File: src/csv_column_field_extractor_macros.svh
// Assertion macros shared by the CSV column field extractor.
`ifndef CSV_COLUMN_FIELD_EXTRACTOR_MACROS_SVH
`define CSV_COLUMN_FIELD_EXTRACTOR_MACROS_SVH

// Checks that a condition holds at every clock edge outside reset.
`define CCFE_CHECK(name, cond, msg) \
	name: assert property (@(posedge clk) disable iff (!arst_n) (cond)) else $error(msg);

// Checks that a consequent holds whenever its antecedent does.
`define CCFE_IMPLIES(name, ante, cons, msg) \
	name: assert property (@(posedge clk) disable iff (!arst_n) (ante) |-> (cons)) \
		else $error(msg);

`endif

File: src/ccfe_pkg.sv
// Package with types, character codes and helpers for the CSV column field extractor.
`timescale 1ns / 1ps

package ccfe_pkg;

	// Default width of the running byte position counter.
	localparam int unsigned POSITION_WIDTH_DEF = 32;
	localparam int unsigned COL_W = 10;
	localparam int unsigned POS_OUT_W = 32;

	// Characters with a meaning to the parser.
	localparam logic [7:0] CH_NUL   = 8'h00;
	localparam logic [7:0] CH_NL    = 8'h0A;
	localparam logic [7:0] CH_QUOTE = 8'h22;
	localparam logic [7:0] CH_COMMA = 8'h2C;
	localparam logic [7:0] CH_ESC   = 8'h5C;

	// Parser modes.
	typedef enum logic [2:0] {
		M_SKIP,
		M_SKIP_ESC,
		M_SKIP_QUOTE,
		M_SKIP_AFTERQ,
		M_FIELD,
		M_FIELD_ESC,
		M_FIELD_QUOTE,
		M_DONE
	} ccfe_mode_t;

	// One result as it leaves the block.
	typedef struct packed {
		logic [7:0]           out_char;
		logic [POS_OUT_W-1:0] position;
		logic                 is_terminator;
		logic                 final_res;
	} ccfe_res_t;

	// All results caused by one input byte.
	typedef struct packed {
		logic [1:0] count;
		ccfe_res_t  res0;
		ccfe_res_t  res1;
	} ccfe_batch_t;

	// ASCII upper case letters become lower case, all else passes.
	function automatic logic [7:0] to_lower(input logic [7:0] c);
		logic [7:0] r;
		r = c;
		if (c >= 8'h41 && c <= 8'h5A) begin
			r = c + 8'h20;
		end
		return r;
	endfunction

endpackage

File: src/ccfe_parser.sv
// Per-byte CSV parser: parse state, column register and result assembly.
`timescale 1ns / 1ps

module ccfe_parser import ccfe_pkg::*; #(
	parameter int unsigned POSITION_WIDTH = POSITION_WIDTH_DEF
) (
	input  logic             clk,
	input  logic             arst_n,
	input  logic             cfg_we,
	input  logic [COL_W-1:0] cfg_data,
	input  logic [7:0]       line_byte,
	input  logic             line_end,
	input  logic             advance,
	output ccfe_batch_t      batch
);

	logic [POSITION_WIDTH-1:0] byte_position_q;
	logic [COL_W-1:0]          column_select_q;
	logic [COL_W-1:0]          columns_passed_q;
	logic                      at_field_start_q;
	ccfe_mode_t                mode_q;

	ccfe_mode_t                mode_n;
	logic [COL_W-1:0]          cols_n;
	logic [COL_W-1:0]          cols_inc;
	logic                      afs_n;
	logic                      e_valid;
	logic                      e_term;
	logic                      lt_valid;
	logic [POSITION_WIDTH-1:0] pos_next;
	ccfe_mode_t                start_mode;
	ccfe_res_t                 e_res;
	ccfe_res_t                 lt_res;

	assign cols_inc   = columns_passed_q + COL_W'(1);
	assign pos_next   = byte_position_q + POSITION_WIDTH'(1);
	assign start_mode = (column_select_q == '0) ? M_FIELD : M_SKIP;

	// Next parse state and the in-line result for the byte at hand.
	always_comb begin
		mode_n  = mode_q;
		cols_n  = columns_passed_q;
		afs_n   = at_field_start_q;
		e_valid = 1'b0;
		e_term  = 1'b0;
		case (mode_q)
			M_SKIP: begin
				if (line_byte == CH_NUL) begin
					e_valid = 1'b1;
					e_term  = 1'b1;
					mode_n  = M_DONE;
				end else if (line_byte == CH_ESC) begin
					afs_n  = 1'b0;
					mode_n = M_SKIP_ESC;
				end else if (line_byte == CH_QUOTE && at_field_start_q) begin
					afs_n  = 1'b0;
					mode_n = M_SKIP_QUOTE;
				end else if (line_byte == CH_COMMA) begin
					cols_n = cols_inc;
					afs_n  = 1'b1;
					mode_n = (cols_inc == column_select_q) ? M_FIELD : M_SKIP;
				end else begin
					afs_n = 1'b0;
				end
			end
			M_SKIP_ESC: begin
				if (line_byte == CH_NUL) begin
					e_valid = 1'b1;
					e_term  = 1'b1;
					mode_n  = M_DONE;
				end else begin
					mode_n = M_SKIP;
				end
			end
			M_SKIP_QUOTE: begin
				if (line_byte == CH_QUOTE) begin
					mode_n = M_SKIP_AFTERQ;
				end else if (line_byte == CH_NUL) begin
					mode_n = M_DONE;
				end
			end
			M_SKIP_AFTERQ: begin
				if (line_byte == CH_NUL) begin
					e_valid = 1'b1;
					e_term  = 1'b1;
					mode_n  = M_DONE;
				end else if (line_byte == CH_COMMA) begin
					cols_n = cols_inc;
					afs_n  = 1'b1;
					mode_n = (cols_inc == column_select_q) ? M_FIELD : M_SKIP;
				end else begin
					afs_n  = 1'b0;
					mode_n = M_SKIP;
				end
			end
			M_FIELD: begin
				if (line_byte == CH_NUL || line_byte == CH_NL || line_byte == CH_COMMA) begin
					e_valid = 1'b1;
					e_term  = 1'b1;
					mode_n  = M_DONE;
				end else if (line_byte == CH_ESC) begin
					afs_n  = 1'b0;
					mode_n = M_FIELD_ESC;
				end else if (line_byte == CH_QUOTE && at_field_start_q) begin
					afs_n  = 1'b0;
					mode_n = M_FIELD_QUOTE;
				end else begin
					e_valid = 1'b1;
					afs_n   = 1'b0;
				end
			end
			M_FIELD_ESC: begin
				e_valid = 1'b1;
				if (line_byte == CH_NUL) begin
					e_term = 1'b1;
					mode_n = M_DONE;
				end else begin
					mode_n = M_FIELD;
				end
			end
			M_FIELD_QUOTE: begin
				if (line_byte == CH_QUOTE) begin
					mode_n = M_FIELD;
				end else if (line_byte == CH_NUL) begin
					mode_n = M_DONE;
				end else begin
					e_valid = 1'b1;
				end
			end
			default: begin
			end
		endcase

		// A line end closes the field unless it stopped or a quote is open.
		lt_valid = line_end && mode_n != M_DONE && mode_n != M_SKIP_QUOTE &&
			mode_n != M_FIELD_QUOTE;
		if (line_end) begin
			cols_n = '0;
			afs_n  = 1'b1;
			mode_n = start_mode;
		end
	end

	// Results are packed in order; the last one carries the final flag.
	always_comb begin
		e_res.out_char      = e_term ? CH_NL : to_lower(line_byte);
		e_res.position      = POS_OUT_W'(byte_position_q);
		e_res.is_terminator = e_term;
		e_res.final_res     = !lt_valid;
		lt_res.out_char      = CH_NL;
		lt_res.position      = POS_OUT_W'(pos_next);
		lt_res.is_terminator = 1'b1;
		lt_res.final_res     = 1'b1;
		batch.count = {1'b0, e_valid} + {1'b0, lt_valid};
		batch.res0  = e_valid ? e_res : lt_res;
		batch.res1  = lt_res;
	end

	// Parse state steps per consumed byte; user keeps register writes to idle.
	always_ff @(posedge clk or negedge arst_n) begin
		if (!arst_n) begin
			byte_position_q  <= '0;
			column_select_q  <= '0;
			columns_passed_q <= '0;
			at_field_start_q <= 1'b1;
			mode_q           <= M_FIELD;
		end else begin
			if (cfg_we) begin
				column_select_q <= cfg_data;
			end
			if (advance) begin
				byte_position_q  <= pos_next;
				columns_passed_q <= cols_n;
				at_field_start_q <= afs_n;
				mode_q           <= mode_n;
			end else if (cfg_we && (mode_q == M_SKIP || mode_q == M_FIELD) &&
				columns_passed_q == '0 && at_field_start_q) begin
				mode_q <= (cfg_data == '0) ? M_FIELD : M_SKIP;
			end
		end
	end

endmodule

File: src/ccfe_out_buf.sv
// Two-entry result register that hands one result per transfer downstream.
`timescale 1ns / 1ps

module ccfe_out_buf import ccfe_pkg::*; (
	input  logic        clk,
	input  logic        arst_n,
	input  ccfe_batch_t batch,
	input  logic        load,
	output logic        can_load,
	output logic        out_valid,
	input  logic        out_ready,
	output ccfe_res_t   out_res
);

	logic [1:0] cnt_q;
	ccfe_res_t  slot0_q;
	ccfe_res_t  slot1_q;
	logic       pop;

	assign out_valid = cnt_q != 2'd0;
	assign out_res   = slot0_q;
	assign pop       = out_valid && out_ready;
	// A new batch fits once the buffer drains in this cycle.
	assign can_load  = cnt_q == 2'd0 || (cnt_q == 2'd1 && out_ready);

	// Fill count.
	always_ff @(posedge clk or negedge arst_n) begin
		if (!arst_n) begin
			cnt_q <= 2'd0;
		end else if (load) begin
			cnt_q <= batch.count;
		end else if (pop) begin
			cnt_q <= cnt_q - 2'd1;
		end
	end

	// Result slots; the second moves up when the first is taken.
	always_ff @(posedge clk) begin
		if (load) begin
			slot0_q <= batch.res0;
			slot1_q <= batch.res1;
		end else if (pop) begin
			slot0_q <= slot1_q;
		end
	end

endmodule

File: src/csv_column_field_extractor.sv
// CSV column field extractor: the input register stage, parser and output buffer.
//
// Usage: CSV text enters on the s_axis channel, one byte per transfer, with
// s_axis_tlast set on the last byte of each line. cfg_we/cfg_data write the
// zero-based column to extract; write it only while the block is idle.
// For each line the selected field leaves on m_axis, one byte per transfer,
// lowercased with its stream byte offset, followed by a newline terminator
// flagged on m_axis_tuser. m_axis_tlast marks the last result caused by an
// input byte; a byte can cause zero, one or two results.
// A byte's first result passes from the input register through the output
// buffer before it is valid; a low m_axis_tready can hold it in between.
// Throughput: one byte per cycle while each byte causes at most one result
// and m_axis_tready stays high; a byte with two results holds the input
// stage until the single-result output port has taken the first of them.
// Reset clears the byte position, selects column zero and empties both
// stages. When m_axis_tready is low, results wait in a two-entry buffer and
// s_axis_tready drops once the input register holds a byte it cannot retire.
`timescale 1ns / 1ps
`include "csv_column_field_extractor_macros.svh"

module csv_column_field_extractor import ccfe_pkg::*; #(
	parameter int unsigned POSITION_WIDTH = POSITION_WIDTH_DEF
) (
	input  logic             clk,
	input  logic             arst_n,
	input  logic             cfg_we,
	input  logic [COL_W-1:0] cfg_data,       // column_select
	input  logic             s_axis_tvalid,
	output logic             s_axis_tready,
	input  logic [7:0]       s_axis_tdata,   // [7:0] line_byte
	input  logic             s_axis_tlast,   // line_end
	output logic             m_axis_tvalid,
	input  logic             m_axis_tready,
	output logic [39:0]      m_axis_tdata,   // [7:0] out_char, [39:8] position
	output logic             m_axis_tlast,   // final_res
	output logic             m_axis_tuser    // is_terminator
);

	logic        s1_valid_q;
	logic [7:0]  line_byte_s1;
	logic        line_end_s1;
	logic        consume;
	logic        can_load;
	ccfe_batch_t batch;
	ccfe_res_t   out_res;

	// A held byte retires when it has no results or the buffer can take them.
	assign consume       = s1_valid_q && (batch.count == 2'd0 || can_load);
	assign s_axis_tready = !s1_valid_q || consume;

	// Input register stage.
	always_ff @(posedge clk or negedge arst_n) begin
		if (!arst_n) begin
			s1_valid_q <= 1'b0;
		end else if (s_axis_tready) begin
			s1_valid_q <= s_axis_tvalid;
		end
	end

	always_ff @(posedge clk) begin
		if (s_axis_tready && s_axis_tvalid) begin
			line_byte_s1 <= s_axis_tdata;
			line_end_s1  <= s_axis_tlast;
		end
	end

	ccfe_parser #(
		.POSITION_WIDTH(POSITION_WIDTH)
	) u_parser (
		.clk       (clk),
		.arst_n    (arst_n),
		.cfg_we    (cfg_we),
		.cfg_data  (cfg_data),
		.line_byte (line_byte_s1),
		.line_end  (line_end_s1),
		.advance   (consume),
		.batch     (batch)
	);

	ccfe_out_buf u_out_buf (
		.clk       (clk),
		.arst_n    (arst_n),
		.batch     (batch),
		.load      (consume && batch.count != 2'd0),
		.can_load  (can_load),
		.out_valid (m_axis_tvalid),
		.out_ready (m_axis_tready),
		.out_res   (out_res)
	);

	// Output port packing.
	assign m_axis_tdata = {out_res.position, out_res.out_char};
	assign m_axis_tlast = out_res.final_res;
	assign m_axis_tuser = out_res.is_terminator;

	// A byte with results only waits while the output side is occupied.
	`CCFE_IMPLIES(a_stall_only_when_full, s1_valid_q && batch.count != 2'd0 && !consume, m_axis_tvalid, "input stage stalled with an empty output buffer")
	// No byte causes more than two results.
	`CCFE_IMPLIES(a_batch_bounded, s1_valid_q, batch.count != 2'd3, "more than two results for one byte")
	// Terminators always carry the newline code.
	`CCFE_IMPLIES(a_term_is_newline, m_axis_tvalid && m_axis_tuser, m_axis_tdata[7:0] == CH_NL, "terminator without newline code")

endmodule
File: config.mk
export PLATFORM = sky130hd
export DESIGN_NAME = csv_column_field_extractor
export DESIGN_NICKNAME = d
export VERILOG_FILES = /design/src/ccfe_pkg.sv /design/src/ccfe_parser.sv /design/src/ccfe_out_buf.sv /design/src/csv_column_field_extractor.sv
export VERILOG_INCLUDE_DIRS = /design/src /design/src/src
export SDC_FILE = /design/constraint.sdc
export NUM_CORES = 1
export LEC_CHECK = 0
export BUFFER_PORTS_ARGS = -buffer_cell sky130_fd_sc_hd__buf_2
export CAP_MARGIN = 40
export CORE_AREA = 2 2 88 154
export CTS_CLUSTER_DIAMETER = 200
export DETAILED_ROUTE_END_ITERATION = 8
export DIE_AREA = 0 0 90 156
export PLACE_DENSITY_LB_ADDON = 0.3
export SETUP_SLACK_MARGIN = 0.02
export SLEW_MARGIN = 10
export SYNTH_ARGS = -nofsm -noshare
export SYNTH_HDL_FRONTEND = slang
export SYNTH_SLANG_ARGS = --single-unit
File: constraint.sdc
create_clock -name clk -period 4.8 [get_ports clk]
set_input_delay 0.48 -clock clk [delete_from_list [all_inputs] [get_ports clk]]
set_output_delay 0.48 -clock clk [all_outputs]
set_load 0.02 [all_outputs]
==> results of run 1 <==
## path summary, 6_finish.rpt
check / to / start / slack [ns]
min in group clk: line_byte_s1[5] / s_axis_tdata[5] / 0.24
max reg2reg: u_parser.mode_q[2] / line_byte_s1[5] / 0.82
max in group asynchronous: u_out_buf.cnt_q[1] / arst_n / 4.08
min: u_parser.column_select_q[7] / arst_n / 0.21
min reg2reg: u_out_buf.out_res[14] / u_out_buf.slot1_q[14] / 0.53
max: u_parser.mode_q[2] / line_byte_s1[5] / 0.82
## registers in the layout (all words and copies together) (netlist names), 2 cells and up
name / cells
u_parser.byte_position_q: 32
u_parser.mode_q: 3
u_parser.columns_passed_q: 10
u_out_buf.cnt_q: 2
u_parser.column_select_q: 10
u_out_buf.out_res: 42
line_byte_s1: 8
u_out_buf.slot1_q: 32
## worst max-delay path, cell delays in order (launching register included)
cell                        delay (ns)
sky130_fd_sc_hd__edfxtp_1         0.55
sky130_fd_sc_hd__nand4bb_1        0.34
sky130_fd_sc_hd__nor4_2           0.34
sky130_fd_sc_hd__a211o_2          0.54
sky130_fd_sc_hd__nand2_2          0.28
sky130_fd_sc_hd__inv_1            0.12
sky130_fd_sc_hd__ha_1             0.16
sky130_fd_sc_hd__a211oi_1         0.08
sky130_fd_sc_hd__nor2b_2          0.17
sky130_fd_sc_hd__buf_4            0.36
sky130_fd_sc_hd__nand2b_1         0.19
sky130_fd_sc_hd__nor4_1           0.32
sky130_fd_sc_hd__o2111ai_1        0.17
sky130_fd_sc_hd__o41ai_1          0.27
## metal layers
| metal | part of all wire (%) | vias to the layer above | routed length [um] | GRT usage (%) |
|---|---|---|---|---|
| met2 | 55 | 215 | 8760 | 44.5 |
| met3 | 4.6 | 55 | 734 | 4.88 |
| met4 | 3.7 | 0 | 589 | 11.2 |
| met5 | 0 | - | 0 | 0 |
| met1 | 37 | 2601 | 5820 | 24.8 |
| li1 | - | 2546 | - | - |
## report_power, final
group | internal, mW | switching, mW | leakage, nW | total (mW)
registers | 1.82 | 0.202 | 1.56 | 2.02
logic | 0.463 | 1.10 | 1.54 | 1.56
clock network | 0.832 | 0.504 | 0.285 | 1.34
## placed cells by master (no fill, tap or decap), drive strengths merged, types with 34 or more instances in the layout
cell / synthesis / layout
nand2: 92 / 92
edfxtp: 83 / 83
buf: 29 / 75
dfrtp: 57 / 57
xor2: 52 / 52
xnor2: 51 / 51
o21ai: 49 / 49
nand3: 40 / 40
nor2: 34 / 34
## cell usage after synthesis (7+ instances only)
cell	instances
sky130_fd_sc_hd__o21ai_1	18
sky130_fd_sc_hd__dfrtp_1	57
sky130_fd_sc_hd__ha_1	8
sky130_fd_sc_hd__o31ai_1	8
sky130_fd_sc_hd__and2_1	11
sky130_fd_sc_hd__nor2_1	32
sky130_fd_sc_hd__xnor2_1	51
sky130_fd_sc_hd__nor4_1	12
sky130_fd_sc_hd__o21ai_0	31
sky130_fd_sc_hd__inv_1	17
sky130_fd_sc_hd__mux2i_1	7
sky130_fd_sc_hd__nand2b_1	9
sky130_fd_sc_hd__a21oi_1	13
sky130_fd_sc_hd__xor2_1	52
sky130_fd_sc_hd__buf_2	17
sky130_fd_sc_hd__and3_1	14
sky130_fd_sc_hd__edfxtp_1	83
sky130_fd_sc_hd__buf_6	8
sky130_fd_sc_hd__mux2_2	10
sky130_fd_sc_hd__clkbuf_1	19
sky130_fd_sc_hd__nand4_1	10
sky130_fd_sc_hd__nand3_1	38
sky130_fd_sc_hd__nand2_1	90
## cells by family (layout without fill, tap and decap cells)
kind of cell	count (synthesis)	in the layout	synth area share, %
DFF	142	142	52.7
AOI/OAI and AO/OA	101	101	8.54
buffers and inverters	66	124	4.49
and+or+nand+nor	256	256	18.5
xor gates and xnor gates	103	103	12.0
adders and majority gates	8	8	1.33
muxes	17	17	2.43
## area by class of cell
type	instances	area, um^2	area share (%)
Sequential cell	142	3970	46.8
Clock buffer	19	443	5.22
Tap cell	171	214	2.52
Multi-Input combinational cell	485	3230	38.1
Timing Repair Buffer	75	395	4.66
Inverter	17	63.8	0.752
Clock inverter	13	164	1.93
==> report_table.html, run 1 <==
<table>
<tr><th>Metric</th><th>Value</th></tr>
<tr><th colspan="2">Timing</th></tr>
<tr><td>Worst Tran Pin Value</td><td>0.891 ns</td></tr>
<tr><td>RSZ-0062 raised after global routing</td><td>false</td></tr>
<tr><td>Max-slew headroom at the worst pin</td><td>40.6%</td></tr>
<tr><td>Period Utilization, post-route</td><td>82.9%</td></tr>
<tr><td>Setup violation total in the final timing report</td><td>0</td></tr>
<tr><td>Post-Route Hold Slack</td><td>0.214 ns</td></tr>
<tr><td>Final Max Slew Viols</td><td>0</td></tr>
<tr><td>Final Hold Fails</td><td>0</td></tr>
<tr><td>Clock tree skew after final layout</td><td>0.00840 ns</td></tr>
<tr><td>Fin worst setup slack</td><td>0.820 ns</td></tr>
<tr><td>Tmin final</td><td>3.98 ns</td></tr>
<tr><td>Max frequency</td><td>0.251 GHz</td></tr>
<tr><td>Final total negative setup slack</td><td>0 ns</td></tr>
<tr><th colspan="2">Clock network</th></tr>
<tr><td>Maximum buffer depth of the clock tree</td><td>2</td></tr>
<tr><td>Clock latency on the worst-skew pair</td><td>0.42 ns</td></tr>
<tr><td>Cell chosen for the clock root</td><td>sky130_fd_sc_hd__clkbuf_16</td></tr>
<tr><td>Number of clock sinks</td><td>142</td></tr>
<tr><td>Cts-stage hold buffer count</td><td>0</td></tr>
<tr><td>Count of cells resized by post-cts repair</td><td>0</td></tr>
<tr><td>Post-CTS repair timing setup buffer count</td><td>0</td></tr>
<tr><td>Total CTS buffers</td><td>17</td></tr>
<tr><td>H-tree depth reported by CTS</td><td>4</td></tr>
<tr><td>Clock transition at the registers of the reported paths</td><td>0.06 ns</td></tr>
<tr><td>CTS tree</td><td>yes</td></tr>
<tr><th colspan="2">Layout</th></tr>
<tr><td>Final core utilization</td><td>66.3%</td></tr>
<tr><td>Proportion of layout cells with a drive suffix above 1</td><td>18.9%</td></tr>
<tr><td>Number of standard cells in the layout, taps in and fillers out</td><td>922</td></tr>
<tr><td>Number of antenna repair diodes</td><td>0</td></tr>
<tr><td>Fill cells</td><td>1,011</td></tr>
<tr><td>Layout Cell Area excl Fill</td><td>8480 um^2</td></tr>
<tr><td>Total number of nets in the final design</td><td>770</td></tr>
<tr><td>Area growth from synthesis to final layout</td><td>12.6%</td></tr>
<tr><th colspan="2">Logic synthesis</th></tr>
<tr><td>Synthesized area per cell</td><td>10.9 um^2</td></tr>
<tr><td>Top cells by area, synth</td><td>sky130_fd_sc_hd__edfxtp_1, sky130_fd_sc_hd__dfrtp_1, sky130_fd_sc_hd__xor2_1</td></tr>
<tr><td>Post-synthesis cell type with the largest combined area</td><td>sky130_fd_sc_hd__edfxtp_1</td></tr>
<tr><td>Top-area cell type share of the netlist area</td><td>33.1%</td></tr>
<tr><td>Ys async rst share</td><td>41.5%</td></tr>
<tr><td>Synth cell types</td><td>64</td></tr>
<tr><td>Main flop type after synthesis</td><td>sky130_fd_sc_hd__edfxtp_1</td></tr>
<tr><td>Number of synthesized flops with an enable pin</td><td>83</td></tr>
<tr><td>Count of synthesis-stage warnings from yosys</td><td>0</td></tr>
<tr><td>Number of standard cells after synthesis</td><td>693</td></tr>
<tr><td>Number of nets produced by synthesis</td><td>725</td></tr>
<tr><td>Synthesis-stage register bit count</td><td>142</td></tr>
<tr><td>Netlist area before placement</td><td>7530 um^2</td></tr>
<tr><td>Post-synthesis sequential area ratio</td><td>52.7%</td></tr>
<tr><th colspan="2">Floorplan</th></tr>
<tr><td>Starting density of the core</td><td>58.8%</td></tr>
<tr><td>Core area</td><td>12,800 um^2</td></tr>
<tr><td>Ports placed on the boundary</td><td>68</td></tr>
<tr><td>Die area</td><td>14,000 um^2</td></tr>
<tr><td>Width of the die</td><td>90 um</td></tr>
<tr><td>Vertical die dimension</td><td>156 um</td></tr>
<tr><td>Site row count</td><td>55</td></tr>
<tr><th colspan="2">Power and ir drop</th></tr>
<tr><td>PD cells</td><td>581 nW/um^2</td></tr>
<tr><td>Leakage Power</td><td>3.38 nW</td></tr>
<tr><td>Maximum VDD drop</td><td>0.311 mV</td></tr>
<tr><td>Overall power after layout</td><td>4.92 mW</td></tr>
<tr><th colspan="2">Worst setup path</th></tr>
<tr><td>Type of destination of the critical path</td><td>register</td></tr>
<tr><td>Crit start category</td><td>register</td></tr>
<tr><td>Maximum fanout count along the critical path</td><td>30</td></tr>
<tr><td>Data arrival time at the worst-slack endpoint</td><td>4.29 ns</td></tr>
<tr><td>Worst endpoint required time</td><td>5.11 ns</td></tr>
<tr><td>Cells on worst reg2reg path</td><td>13</td></tr>
<tr><td>Category of the most critical setup path</td><td>reg2reg</td></tr>
<tr><th colspan="2">Placement</th></tr>
<tr><td>Weighted congestion reported at the end of routability-driven placement</td><td>0.958</td></tr>
<tr><td>Instance area after placement</td><td>7870 um^2</td></tr>
<tr><td>Cell count after placement</td><td>890</td></tr>
<tr><td>Buffers added on ports</td><td>67</td></tr>
<tr><td>HPWL reported at the end of detailed placement</td><td>10,900 um</td></tr>
<tr><td>Setup Slack @ Placement</td><td>0.957 ns</td></tr>
<tr><th colspan="2">Global route</th></tr>
<tr><td>Global-route usage over all layers</td><td>23.6%</td></tr>
<tr><td>Via count of the first global-routing pass</td><td>5,513</td></tr>
<tr><td>GR Overflow Total</td><td>0</td></tr>
<tr><td>Global-route wire length before repair</td><td>26,300 um</td></tr>
<tr><td>Number of antenna violations at the first check in global routing</td><td>0</td></tr>
<tr><td>Maximum number of pins on one net before global-route repair</td><td>60</td></tr>
<tr><th colspan="2">Routing</th></tr>
<tr><td>Detailed-router iteration count before antenna repair</td><td>5</td></tr>
<tr><td>Number of nets with antenna violations after routing</td><td>0</td></tr>
<tr><td>Starting DRC count in detailed routing</td><td>446</td></tr>
<tr><td>Routed vias</td><td>5,417</td></tr>
<tr><td>Routed wire per std cell</td><td>17.3 um</td></tr>
<tr><td>Via count normalized by instance count</td><td>5.88</td></tr>
<tr><td>Final routed wirelength across all metal layers</td><td>15,900 um</td></tr>
<tr><td>Number of remaining DRC errors</td><td>0</td></tr>
<tr><th colspan="2">Run status</th></tr>
<tr><td>Status</td><td>finished clean</td></tr>
<tr><th colspan="2">Hold path</th></tr>
<tr><td>Worst min path class</td><td>in2async</td></tr>
<tr><th colspan="2">Run</th></tr>
<tr><td>Number of maximum-capacitance violations</td><td>0</td></tr>
</table>
(Power assumes the default switching activity.)
==> inputs of run 2 (changes only) <==
ABC_AREA = 1   (was not set)
CORE_AREA = 2 2 86 151   (was 2 2 88 154)
DIE_AREA = 0 0 88 153   (was 0 0 90 156)
clock period = 4.1 ns   (was 4.8 ns; I/O delays follow)
==> run 2 against run 1 <==
Worst setup slack worse by 0.51 ns. Hold slack got worse by 0.045 ns. Critical path depth increased by 13. Via count rose by 4.2%. Final area shrank 2.0%. Clock skew is essentially flat. Clock power increased by 25%. Register-to-register slack worse by 0.51 ns. Sequential power grew 38%. Critical path type unchanged. Largest power group unchanged.
==> report_table.html, run 2 <==
<table>
<tr><th>Metric</th><th>Value</th></tr>
<tr><th colspan="2">Run status</th></tr>
<tr><td>Status</td><td>finished clean</td></tr>
<tr><th colspan="2">Layout</th></tr>
<tr><td>Fill cells</td><td>945</td></tr>
<tr><td>Area growth from synthesis to final layout</td><td>16.9%</td></tr>
<tr><td>Layout Cell Area excl Fill</td><td>8310 um^2</td></tr>
<tr><td>Most common cell after layout, fill and taps aside</td><td>sky130_fd_sc_hd__nand2_1</td></tr>
<tr><td>Total number of nets in the final design</td><td>872</td></tr>
<tr><td>Number of antenna repair diodes</td><td>0</td></tr>
<tr><td>Top library cells by usage in the layout, fill and taps aside</td><td>sky130_fd_sc_hd__nand2_1, sky130_fd_sc_hd__inv_1, sky130_fd_sc_hd__edfxtp_1, sky130_fd_sc_hd__buf_2, sky130_fd_sc_hd__o21ai_0</td></tr>
<tr><td>Flip-flop count of the largest register, all copies and words added</td><td>42</td></tr>
<tr><td>Proportion of layout cells with a drive suffix above 1</td><td>17.0%</td></tr>
<tr><th colspan="2">Worst setup path</th></tr>
<tr><td>Cell repeated most along the worst path</td><td>sky130_fd_sc_hd__nand2_1</td></tr>
<tr><td>Master of the slowest instance on the critical path</td><td>sky130_fd_sc_hd__dfrtp_1</td></tr>
<tr><td>Category of the most critical setup path</td><td>reg2reg</td></tr>
<tr><td>Crit start category</td><td>register</td></tr>
<tr><td>Reg-to-reg setup timing slack</td><td>0.31 ns</td></tr>
<tr><td>Data arrival time at the worst-slack endpoint</td><td>4.09 ns</td></tr>
<tr><td>Maximum fanout count along the critical path</td><td>15</td></tr>
<tr><td>Worst endpoint required time</td><td>4.40 ns</td></tr>
<tr><td>Type of destination of the critical path</td><td>register</td></tr>
<tr><td>CP max stage delay</td><td>0.41 ns</td></tr>
<tr><th colspan="2">Routing</th></tr>
<tr><td>Via count normalized by instance count</td><td>5.53</td></tr>
<tr><td>Number of nets with antenna violations after routing</td><td>0</td></tr>
<tr><td>Sum of met3 wire segment lengths after detailed routing</td><td>585 um</td></tr>
<tr><td>Top Metal Used</td><td>met4</td></tr>
<tr><td>Final routed wirelength across all metal layers</td><td>16,300 um</td></tr>
<tr><td>Metal2 WL</td><td>9330 um</td></tr>
<tr><td>Detailed-router iteration count before antenna repair</td><td>5</td></tr>
<tr><td>Routed vias</td><td>5,644</td></tr>
<tr><td>Met1 WL</td><td>5670 um</td></tr>
<tr><td>Starting DRC count in detailed routing</td><td>383</td></tr>
<tr><td>Routed wire per std cell</td><td>15.9 um</td></tr>
<tr><td>Number of remaining DRC errors</td><td>0</td></tr>
<tr><th colspan="2">Floorplan</th></tr>
<tr><td>Ports placed on the boundary</td><td>68</td></tr>
<tr><td>Core area</td><td>12,200 um^2</td></tr>
<tr><td>Width of the die</td><td>88 um</td></tr>
<tr><td>Vertical die dimension</td><td>153 um</td></tr>
<tr><td>Die area</td><td>13,500 um^2</td></tr>
<tr><td>Site row count</td><td>54</td></tr>
<tr><td>Starting density of the core</td><td>58.1%</td></tr>
<tr><th colspan="2">Global route</th></tr>
<tr><td>GR Overflow Total</td><td>0</td></tr>
<tr><td>Number of antenna violations at the first check in global routing</td><td>0</td></tr>
<tr><td>Global-route usage over all layers</td><td>25.6%</td></tr>
<tr><td>Maximum number of pins on one net before global-route repair</td><td>59</td></tr>
<tr><td>Via count of the first global-routing pass</td><td>5,691</td></tr>
<tr><td>Global-route wire length before repair</td><td>26,300 um</td></tr>
<tr><th colspan="2">Placement</th></tr>
<tr><td>Weighted congestion reported at the end of routability-driven placement</td><td>0.951</td></tr>
<tr><td>Instance area after placement</td><td>7640 um^2</td></tr>
<tr><td>Buffers added on ports</td><td>67</td></tr>
<tr><td>HPWL reported at the end of detailed placement</td><td>11,200 um</td></tr>
<tr><th colspan="2">Power and ir drop</th></tr>
<tr><td>Overall power after layout</td><td>7.23 mW</td></tr>
<tr><td>Seq pwr share</td><td>38.4%</td></tr>
<tr><td>Fraction of power spent switching nets</td><td>40.5%</td></tr>
<tr><td>Net switching power figure</td><td>2.93 mW</td></tr>
<tr><td>Share of total power in combinational logic</td><td>38.4%</td></tr>
<tr><td>Leakage Power</td><td>3.68 nW</td></tr>
<tr><td>PD cells</td><td>870 nW/um^2</td></tr>
<tr><td>Clk network pwr share</td><td>23.1%</td></tr>
<tr><td>Maximum VDD drop</td><td>0.592 mV</td></tr>
<tr><td>Internal power component</td><td>4.30 mW</td></tr>
<tr><th colspan="2">Hold path</th></tr>
<tr><td>Worst min path class</td><td>in2reg</td></tr>
<tr><th colspan="2">Logic synthesis</th></tr>
<tr><td>Number of standard cells after synthesis</td><td>764</td></tr>
<tr><td>Top cells by area, synth</td><td>sky130_fd_sc_hd__edfxtp_1, sky130_fd_sc_hd__dfrtp_1, sky130_fd_sc_hd__nand2_1</td></tr>
<tr><td>Area fraction in compound gates after synthesis</td><td>9.50%</td></tr>
<tr><td>Number of synthesized flops with an enable pin</td><td>83</td></tr>
<tr><td>Post-Synth Adder-Cell Area</td><td>1.41%</td></tr>
<tr><td>Mux cell area share after synthesis</td><td>0.158%</td></tr>
<tr><td>Cell with the most instances after synthesis</td><td>sky130_fd_sc_hd__nand2_1</td></tr>
<tr><td>Top-area cell type share of the netlist area</td><td>35.1%</td></tr>
<tr><td>Number of nets produced by synthesis</td><td>796</td></tr>
<tr><td>Ys async rst share</td><td>41.5%</td></tr>
<tr><td>Netlist area before placement</td><td>7110 um^2</td></tr>
<tr><td>Basic-gate share of the synthesized area counting and, or, nand and nor cells</td><td>21.9%</td></tr>
<tr><td>Post-synthesis sequential area ratio</td><td>55.9%</td></tr>
<tr><td>Count of synthesis-stage warnings from yosys</td><td>0</td></tr>
<tr><td>Combinational family with the most area after synthesis</td><td>simple AND/OR/NAND/NOR gates</td></tr>
<tr><td>Synth cell types</td><td>43</td></tr>
<tr><td>Xor/xnor share of the synthesized area</td><td>4.26%</td></tr>
<tr><td>Main flop type after synthesis</td><td>sky130_fd_sc_hd__edfxtp_1</td></tr>
<tr><td>Post-synthesis cell type with the largest combined area</td><td>sky130_fd_sc_hd__edfxtp_1</td></tr>
<tr><td>Synthesis-stage register bit count</td><td>142</td></tr>
<tr><td>Most frequent cells after synthesis</td><td>sky130_fd_sc_hd__nand2_1, sky130_fd_sc_hd__inv_1, sky130_fd_sc_hd__edfxtp_1</td></tr>
<tr><td>Synthesized area per cell</td><td>9.31 um^2</td></tr>
<tr><th colspan="2">Timing</th></tr>
<tr><td>Period Utilization, post-route</td><td>92.3%</td></tr>
<tr><td>Max frequency</td><td>0.264 GHz</td></tr>
<tr><td>Setup violation total in the final timing report</td><td>0</td></tr>
<tr><td>Final total negative setup slack</td><td>0 ns</td></tr>
<tr><td>Max-slew headroom at the worst pin</td><td>57.8%</td></tr>
<tr><td>Final Hold Fails</td><td>0</td></tr>
<tr><td>Clock tree skew after final layout</td><td>0.00844 ns</td></tr>
<tr><td>Worst Tran Pin Value</td><td>0.628 ns</td></tr>
<tr><td>RSZ-0062 raised after global routing</td><td>false</td></tr>
<tr><td>Tmin final</td><td>3.79 ns</td></tr>
<tr><td>Post-Route Hold Slack</td><td>0.169 ns</td></tr>
<tr><td>Final Max Slew Viols</td><td>0</td></tr>
<tr><th colspan="2">Clock network</th></tr>
<tr><td>Clock latency on the worst-skew pair</td><td>0.42 ns</td></tr>
<tr><td>Total CTS buffers</td><td>17</td></tr>
<tr><td>CTS tree</td><td>yes</td></tr>
<tr><td>Cell chosen for the clock root</td><td>sky130_fd_sc_hd__clkbuf_16</td></tr>
<tr><td>Number of clock sinks</td><td>142</td></tr>
<tr><td>Clock transition at the registers of the reported paths</td><td>0.06 ns</td></tr>
<tr><td>Maximum buffer depth of the clock tree</td><td>2</td></tr>
<tr><td>H-tree depth reported by CTS</td><td>4</td></tr>
<tr><th colspan="2">Run</th></tr>
<tr><td>Number of maximum-capacitance violations</td><td>0</td></tr>
</table>
## run 2: repair_timing
action | CTS | global route
resized for setup | 0 | 6
endpoints found under the setup margin | 0 | 44
endpoints found under the hold margin | 6 | 0
hold buffers | 1 | 0
buffers inserted | 0 | 1
## run 2: kinds of logic after synthesis
kind of cell / after synthesis
adders and majority gates: 8
DFF: 142
AOI/OAI and AO/OA: 112
and+or+nand+nor: 345
buffers and inverters: 124
muxes: 1
xor gates and xnor gates: 32
## run 2: worst paths after layout
kind | start | cells after the start | end
max in group asynchronous | arst_n | 4 | u_parser.at_field_start_q
setup reg to reg | u_parser.columns_passed_q[0] | 26 | u_parser.columns_passed_q[7]
hold / removal | s_axis_tdata[6] | 1 | line_byte_s1[6]
min in group asynchronous | arst_n | 2 | u_parser.byte_position_q[29]
setup / recovery | u_parser.columns_passed_q[0] | 26 | u_parser.columns_passed_q[7]
hold reg to reg | u_parser.columns_passed_q[6] | 2 | u_parser.columns_passed_q[6]
## run 2: power groups by stage
| stage | clock, mW | combinational (mW) | sequential, mW |
|---|---|---|---|
| finish | 1.67 | 2.78 | 2.78 |
| global route | 1.75 | 3.10 | 2.83 |
| CTS | 1.69 | 2.76 | 2.77 |
| detailed placement | 0 | 2.73 | 2.79 |
| global placement | 0 | 2.65 | 2.77 |
| floorplan | 0 | 1.70 | 2.98 |
## run 2: worst max-delay path, delay by kind of cell, from the launching register on
family                     cells  cell delay [ns]
adders and majority gates      2             0.37
DFF                            1             0.41
buffers and inverters          5             0.62
and+or+nand+nor               16             1.78
AOI/OAI and AO/OA              3             0.48
## run 2: layout make-up
cell class                 count  area [um^2]  share of cell area (%)
clock buffer                  18          429                    5.16
clock inverter                13          213                    2.56
inverter                     103          393                    4.73
multi-input combinational    498         2660                    31.9
sequential                   142         3970                    47.8
tap                          168          210                    2.53
timing repair buffer          78          440                    5.30
## run 2: per-stage QoR
step / setup slack [ns] / cells / utilization (%)
2_1_floorplan: 0.0877 / 764 / -
3_3_place_gp: 0.331 / 986 / 62.3
3_5_place_dp: 0.302 / 987 / 62.4
4_1_cts: 0.214 / 1019 / 67.8
5_1_grt: 0.0213 / 1020 / 68.0
6_report: 0.314 / 1020 / 68.0
## run 2: routing by layer
| layer | global-route usage (%) | vias up |
|---|---|---|
| met5 | 0 | - |
| met4 | 12.4 | 0 |
| met3 | 4.81 | 60 |
| met2 | 48.2 | 165 |
| met1 | 25.6 | 2719 |
| li1 | - | 2700 |
==> inputs of run 3 (changes only) <==
ABC_AREA = 0   (was 1)
CORE_AREA = 2 2 91 159   (was 2 2 86 151)
DIE_AREA = 0 0 93 161   (was 0 0 88 153)
SYNTH_HIERARCHICAL = 1   (was not set)
==> run 3 against run 2 <==
Synthesized cell count shrank 9.9%. Wire length shrank 5.2%. Hold slack lost 0.14 ns. Sequential cell count grew 10. Maximum frequency grew 1.5%. Critical endpoint is now u_parser/columns_passed_q[2]. Highest routed layer unchanged.
==> report_table.html, run 3 <==
<table>
<tr><th>Metric</th><th>Value</th></tr>
<tr><th colspan="2">Run status</th></tr>
<tr><td>Status</td><td>finished clean</td></tr>
<tr><th colspan="2">Layout</th></tr>
<tr><td>Total number of nets in the final design</td><td>765</td></tr>
<tr><td>Number of antenna repair diodes</td><td>0</td></tr>
<tr><td>Area growth from synthesis to final layout</td><td>11.5%</td></tr>
<tr><td>Most common cell after layout, fill and taps aside</td><td>sky130_fd_sc_hd__edfxtp_1</td></tr>
<tr><td>Proportion of layout cells with a drive suffix above 1</td><td>23.7%</td></tr>
<tr><td>Top library cells by usage in the layout, fill and taps aside</td><td>sky130_fd_sc_hd__edfxtp_1, sky130_fd_sc_hd__buf_2, sky130_fd_sc_hd__dfrtp_1, sky130_fd_sc_hd__nor2_1, sky130_fd_sc_hd__xnor2_1</td></tr>
<tr><th colspan="2">Routing</th></tr>
<tr><td>Detailed-router iteration count before antenna repair</td><td>5</td></tr>
<tr><td>Routed vias</td><td>5,258</td></tr>
<tr><td>Routed wire per std cell</td><td>16.7 um</td></tr>
<tr><td>Number of nets with antenna violations after routing</td><td>0</td></tr>
<tr><td>Final routed wirelength across all metal layers</td><td>15,400 um</td></tr>
<tr><td>Number of remaining DRC errors</td><td>0</td></tr>
<tr><td>Starting DRC count in detailed routing</td><td>361</td></tr>
<tr><td>Via count normalized by instance count</td><td>5.70</td></tr>
<tr><th colspan="2">Floorplan</th></tr>
<tr><td>Width of the die</td><td>93 um</td></tr>
<tr><td>Core area</td><td>13,700 um^2</td></tr>
<tr><td>Starting density of the core</td><td>58.7%</td></tr>
<tr><td>Site row count</td><td>57</td></tr>
<tr><td>Ports placed on the boundary</td><td>68</td></tr>
<tr><td>Vertical die dimension</td><td>161 um</td></tr>
<tr><td>Die area</td><td>15,000 um^2</td></tr>
<tr><th colspan="2">Placement</th></tr>
<tr><td>Setup Slack @ Placement</td><td>0.413 ns</td></tr>
<tr><td>Weighted congestion reported at the end of routability-driven placement</td><td>0.920</td></tr>
<tr><td>HPWL reported at the end of detailed placement</td><td>10,800 um</td></tr>
<tr><td>Buffers added on ports</td><td>67</td></tr>
<tr><th colspan="2">Worst setup path</th></tr>
<tr><td>Worst endpoint required time</td><td>4.44 ns</td></tr>
<tr><td>Data arrival time at the worst-slack endpoint</td><td>4.07 ns</td></tr>
<tr><td>Crit Reg-Reg Startpoint</td><td>line_byte_s1[5]</td></tr>
<tr><td>Launching element of the worst setup path</td><td>line_byte_s1[5]</td></tr>
<tr><td>Crit start category</td><td>register</td></tr>
<tr><td>Maximum fanout count along the critical path</td><td>11</td></tr>
<tr><td>Type of destination of the critical path</td><td>register</td></tr>
<tr><td>Category of the most critical setup path</td><td>reg2reg</td></tr>
<tr><th colspan="2">Timing</th></tr>
<tr><td>Max-slew headroom at the worst pin</td><td>45.4%</td></tr>
<tr><td>Setup violation total in the final timing report</td><td>0</td></tr>
<tr><td>Worst Tran Pin Value</td><td>0.818 ns</td></tr>
<tr><td>Final total negative setup slack</td><td>0 ns</td></tr>
<tr><td>Tmin final</td><td>3.73 ns</td></tr>
<tr><td>Period Utilization, post-route</td><td>91.0%</td></tr>
<tr><td>Final Hold Fails</td><td>0</td></tr>
<tr><td>RSZ-0062 raised after global routing</td><td>false</td></tr>
<tr><td>Clock tree skew after final layout</td><td>0.00780 ns</td></tr>
<tr><td>Fin worst setup slack</td><td>0.370 ns</td></tr>
<tr><td>Final Max Slew Viols</td><td>0</td></tr>
<tr><td>Max frequency</td><td>0.268 GHz</td></tr>
<tr><th colspan="2">Clock network</th></tr>
<tr><td>Maximum buffer depth of the clock tree</td><td>2</td></tr>
<tr><td>H-tree depth reported by CTS</td><td>4</td></tr>
<tr><td>Clock latency on the worst-skew pair</td><td>0.42 ns</td></tr>
<tr><td>Total CTS buffers</td><td>17</td></tr>
<tr><td>Cell chosen for the clock root</td><td>sky130_fd_sc_hd__clkbuf_16</td></tr>
<tr><td>Clock transition at the registers of the reported paths</td><td>0.06 ns</td></tr>
<tr><td>Number of clock sinks</td><td>152</td></tr>
<tr><td>CTS tree</td><td>yes</td></tr>
<tr><th colspan="2">Global route</th></tr>
<tr><td>GR Overflow Total</td><td>0</td></tr>
<tr><td>Number of antenna violations at the first check in global routing</td><td>0</td></tr>
<tr><td>Global-route usage over all layers</td><td>21.5%</td></tr>
<tr><td>Global-route wire length before repair</td><td>25,200 um</td></tr>
<tr><td>Via count of the first global-routing pass</td><td>5,193</td></tr>
<tr><td>Maximum number of pins on one net before global-route repair</td><td>91</td></tr>
<tr><th colspan="2">Logic synthesis</th></tr>
<tr><td>Netlist area before placement</td><td>8030 um^2</td></tr>
<tr><td>Count of synthesis-stage warnings from yosys</td><td>6</td></tr>
<tr><td>Synth cell types</td><td>66</td></tr>
<tr><td>Ys async rst share</td><td>38.8%</td></tr>
<tr><td>Number of synthesized flops with an enable pin</td><td>93</td></tr>
<tr><td>Most frequent cells after synthesis</td><td>sky130_fd_sc_hd__edfxtp_1, sky130_fd_sc_hd__dfrtp_1, sky130_fd_sc_hd__nor2_1, sky130_fd_sc_hd__xnor2_1, sky130_fd_sc_hd__xor2_1</td></tr>
<tr><td>Number of standard cells after synthesis</td><td>688</td></tr>
<tr><td>Post-synthesis sequential area ratio</td><td>53.2%</td></tr>
<tr><td>Top cells by area, synth</td><td>sky130_fd_sc_hd__edfxtp_1, sky130_fd_sc_hd__dfrtp_1, sky130_fd_sc_hd__xnor2_1</td></tr>
<tr><td>Top-area cell type share of the netlist area</td><td>34.8%</td></tr>
<tr><td>Cell with the most instances after synthesis</td><td>sky130_fd_sc_hd__edfxtp_1</td></tr>
<tr><td>Synthesis-stage register bit count</td><td>152</td></tr>
<tr><td>Synthesized area per cell</td><td>11.7 um^2</td></tr>
<tr><td>Post-synthesis cell type with the largest combined area</td><td>sky130_fd_sc_hd__edfxtp_1</td></tr>
<tr><td>Main flop type after synthesis</td><td>sky130_fd_sc_hd__edfxtp_1</td></tr>
<tr><th colspan="2">Power and ir drop</th></tr>
<tr><td>Share of total power in combinational logic</td><td>37.1%</td></tr>
<tr><td>Maximum VDD drop</td><td>0.525 mV</td></tr>
<tr><td>PD cells</td><td>729 nW/um^2</td></tr>
<tr><td>Seq pwr share</td><td>40.8%</td></tr>
<tr><td>Fraction of power spent switching nets</td><td>36.4%</td></tr>
<tr><td>Clk network pwr share</td><td>22.1%</td></tr>
<tr><td>Leakage Power</td><td>3.71 nW</td></tr>
<tr><td>Net switching power figure</td><td>2.38 mW</td></tr>
<tr><td>Internal power component</td><td>4.16 mW</td></tr>
<tr><th colspan="2">Run</th></tr>
<tr><td>Number of maximum-capacitance violations</td><td>0</td></tr>
<tr><th colspan="2">Hold path</th></tr>
<tr><td>Worst min path class</td><td>in2async</td></tr>
</table>
[run 3: cell types whose count changed in the layout (fill, tap and decap cells not counted), moves of 26 or more]
cell / delta
sky130_fd_sc_hd__mux2_2: +26
sky130_fd_sc_hd__o211ai_1: -30
sky130_fd_sc_hd__xnor2_1: +54
sky130_fd_sc_hd__mux2_4: +27
sky130_fd_sc_hd__inv_1: -76
sky130_fd_sc_hd__o21ai_0: -39
sky130_fd_sc_hd__nand2_1: -162
[run 3: through the flow]
step	power (mW)	area, um^2	util [%]	instances	hold WS (ns)
floorplan	4.45	8060	-	696	0.114
global placement	4.99	8380	61.2	890	0.461
detailed placement	5.13	8410	61.4	891	0.465
CTS	6.58	8950	65.4	923	0.0518
global route	6.87	8960	65.4	923	0.0723
finish	6.53	8960	65.4	923	0.0337
[run 3: cell type report]
cell class | instances | area (um^2)
clock buffer | 18 | 429
clock inverter | 14 | 114
fill | 1081 | 4730
inverter | 19 | 71.3
multi-input combinational | 468 | 3420
sequential | 152 | 4270
tap | 177 | 221
timing repair buffer | 75 | 428
[run 3: kinds of logic after synthesis]
family / after synthesis / share of synthesized area (%)
xor+xnor: 106 / 11.6
simple gates: 221 / 14.4
other cells: 2 / 0.0935
fa+ha+maj: 9 / 1.37
compound gates: 67 / 5.64
flops: 152 / 53.2
buf+inv: 76 / 4.78
mux: 55 / 8.95
[run 3: path summary, 6_finish.rpt]
check,to,slack [ns],cells past startpoint
max,u_parser/columns_passed_q[2],0.37,12
min,u_parser/column_select_q[9],0.03,1
max reg2reg,u_parser/columns_passed_q[2],0.37,12
min reg2reg,u_parser/byte_position_q[24],0.48,1
max in group asynchronous,u_parser/byte_position_q[0],3.19,2
min in group clk,line_byte_s1[2],0.16,1
[run 3: repair_timing]
item	4_1_cts	5_1_grt
resized for setup	0	1
buffers inserted	0	0
hold buffers	0	0
endpoints found under the setup margin	0	2
[run 3: routing by layer]
metal / wire length (um) / global-route usage [%] / share of wire [%]
met5: 0 / 0 / 0
met4: 295 / 8.42 / 1.9
met3: 519 / 4.29 / 3.4
met2: 8650 / 39.0 / 56
met1: 5940 / 24.5 / 39
[run 3: worst max-delay path, cell delays in order (launching register included)]
cell,delay (ns)
sky130_fd_sc_hd__edfxtp_1,0.53
sky130_fd_sc_hd__nor4b_1,0.54
sky130_fd_sc_hd__nand3_1,0.15
sky130_fd_sc_hd__o311a_1,0.18
sky130_fd_sc_hd__a211oi_1,0.28
sky130_fd_sc_hd__o2bb2ai_1,0.19
sky130_fd_sc_hd__ha_1,0.30
sky130_fd_sc_hd__o21ba_2,0.24
sky130_fd_sc_hd__nor2b_2,0.34
sky130_fd_sc_hd__o21ai_0,0.38
sky130_fd_sc_hd__nor2_1,0.27
sky130_fd_sc_hd__nand2_1,0.07
sky130_fd_sc_hd__o21ai_0,0.16
[run 3: power groups by stage]
stage	clock (mW)	sequential (mW)	combinational, mW
finish	1.44	2.67	2.42
global route	1.53	2.72	2.61
CTS	1.47	2.67	2.45
detailed placement	0	2.69	2.43
global placement	0	2.67	2.33
floorplan	0	2.83	1.62
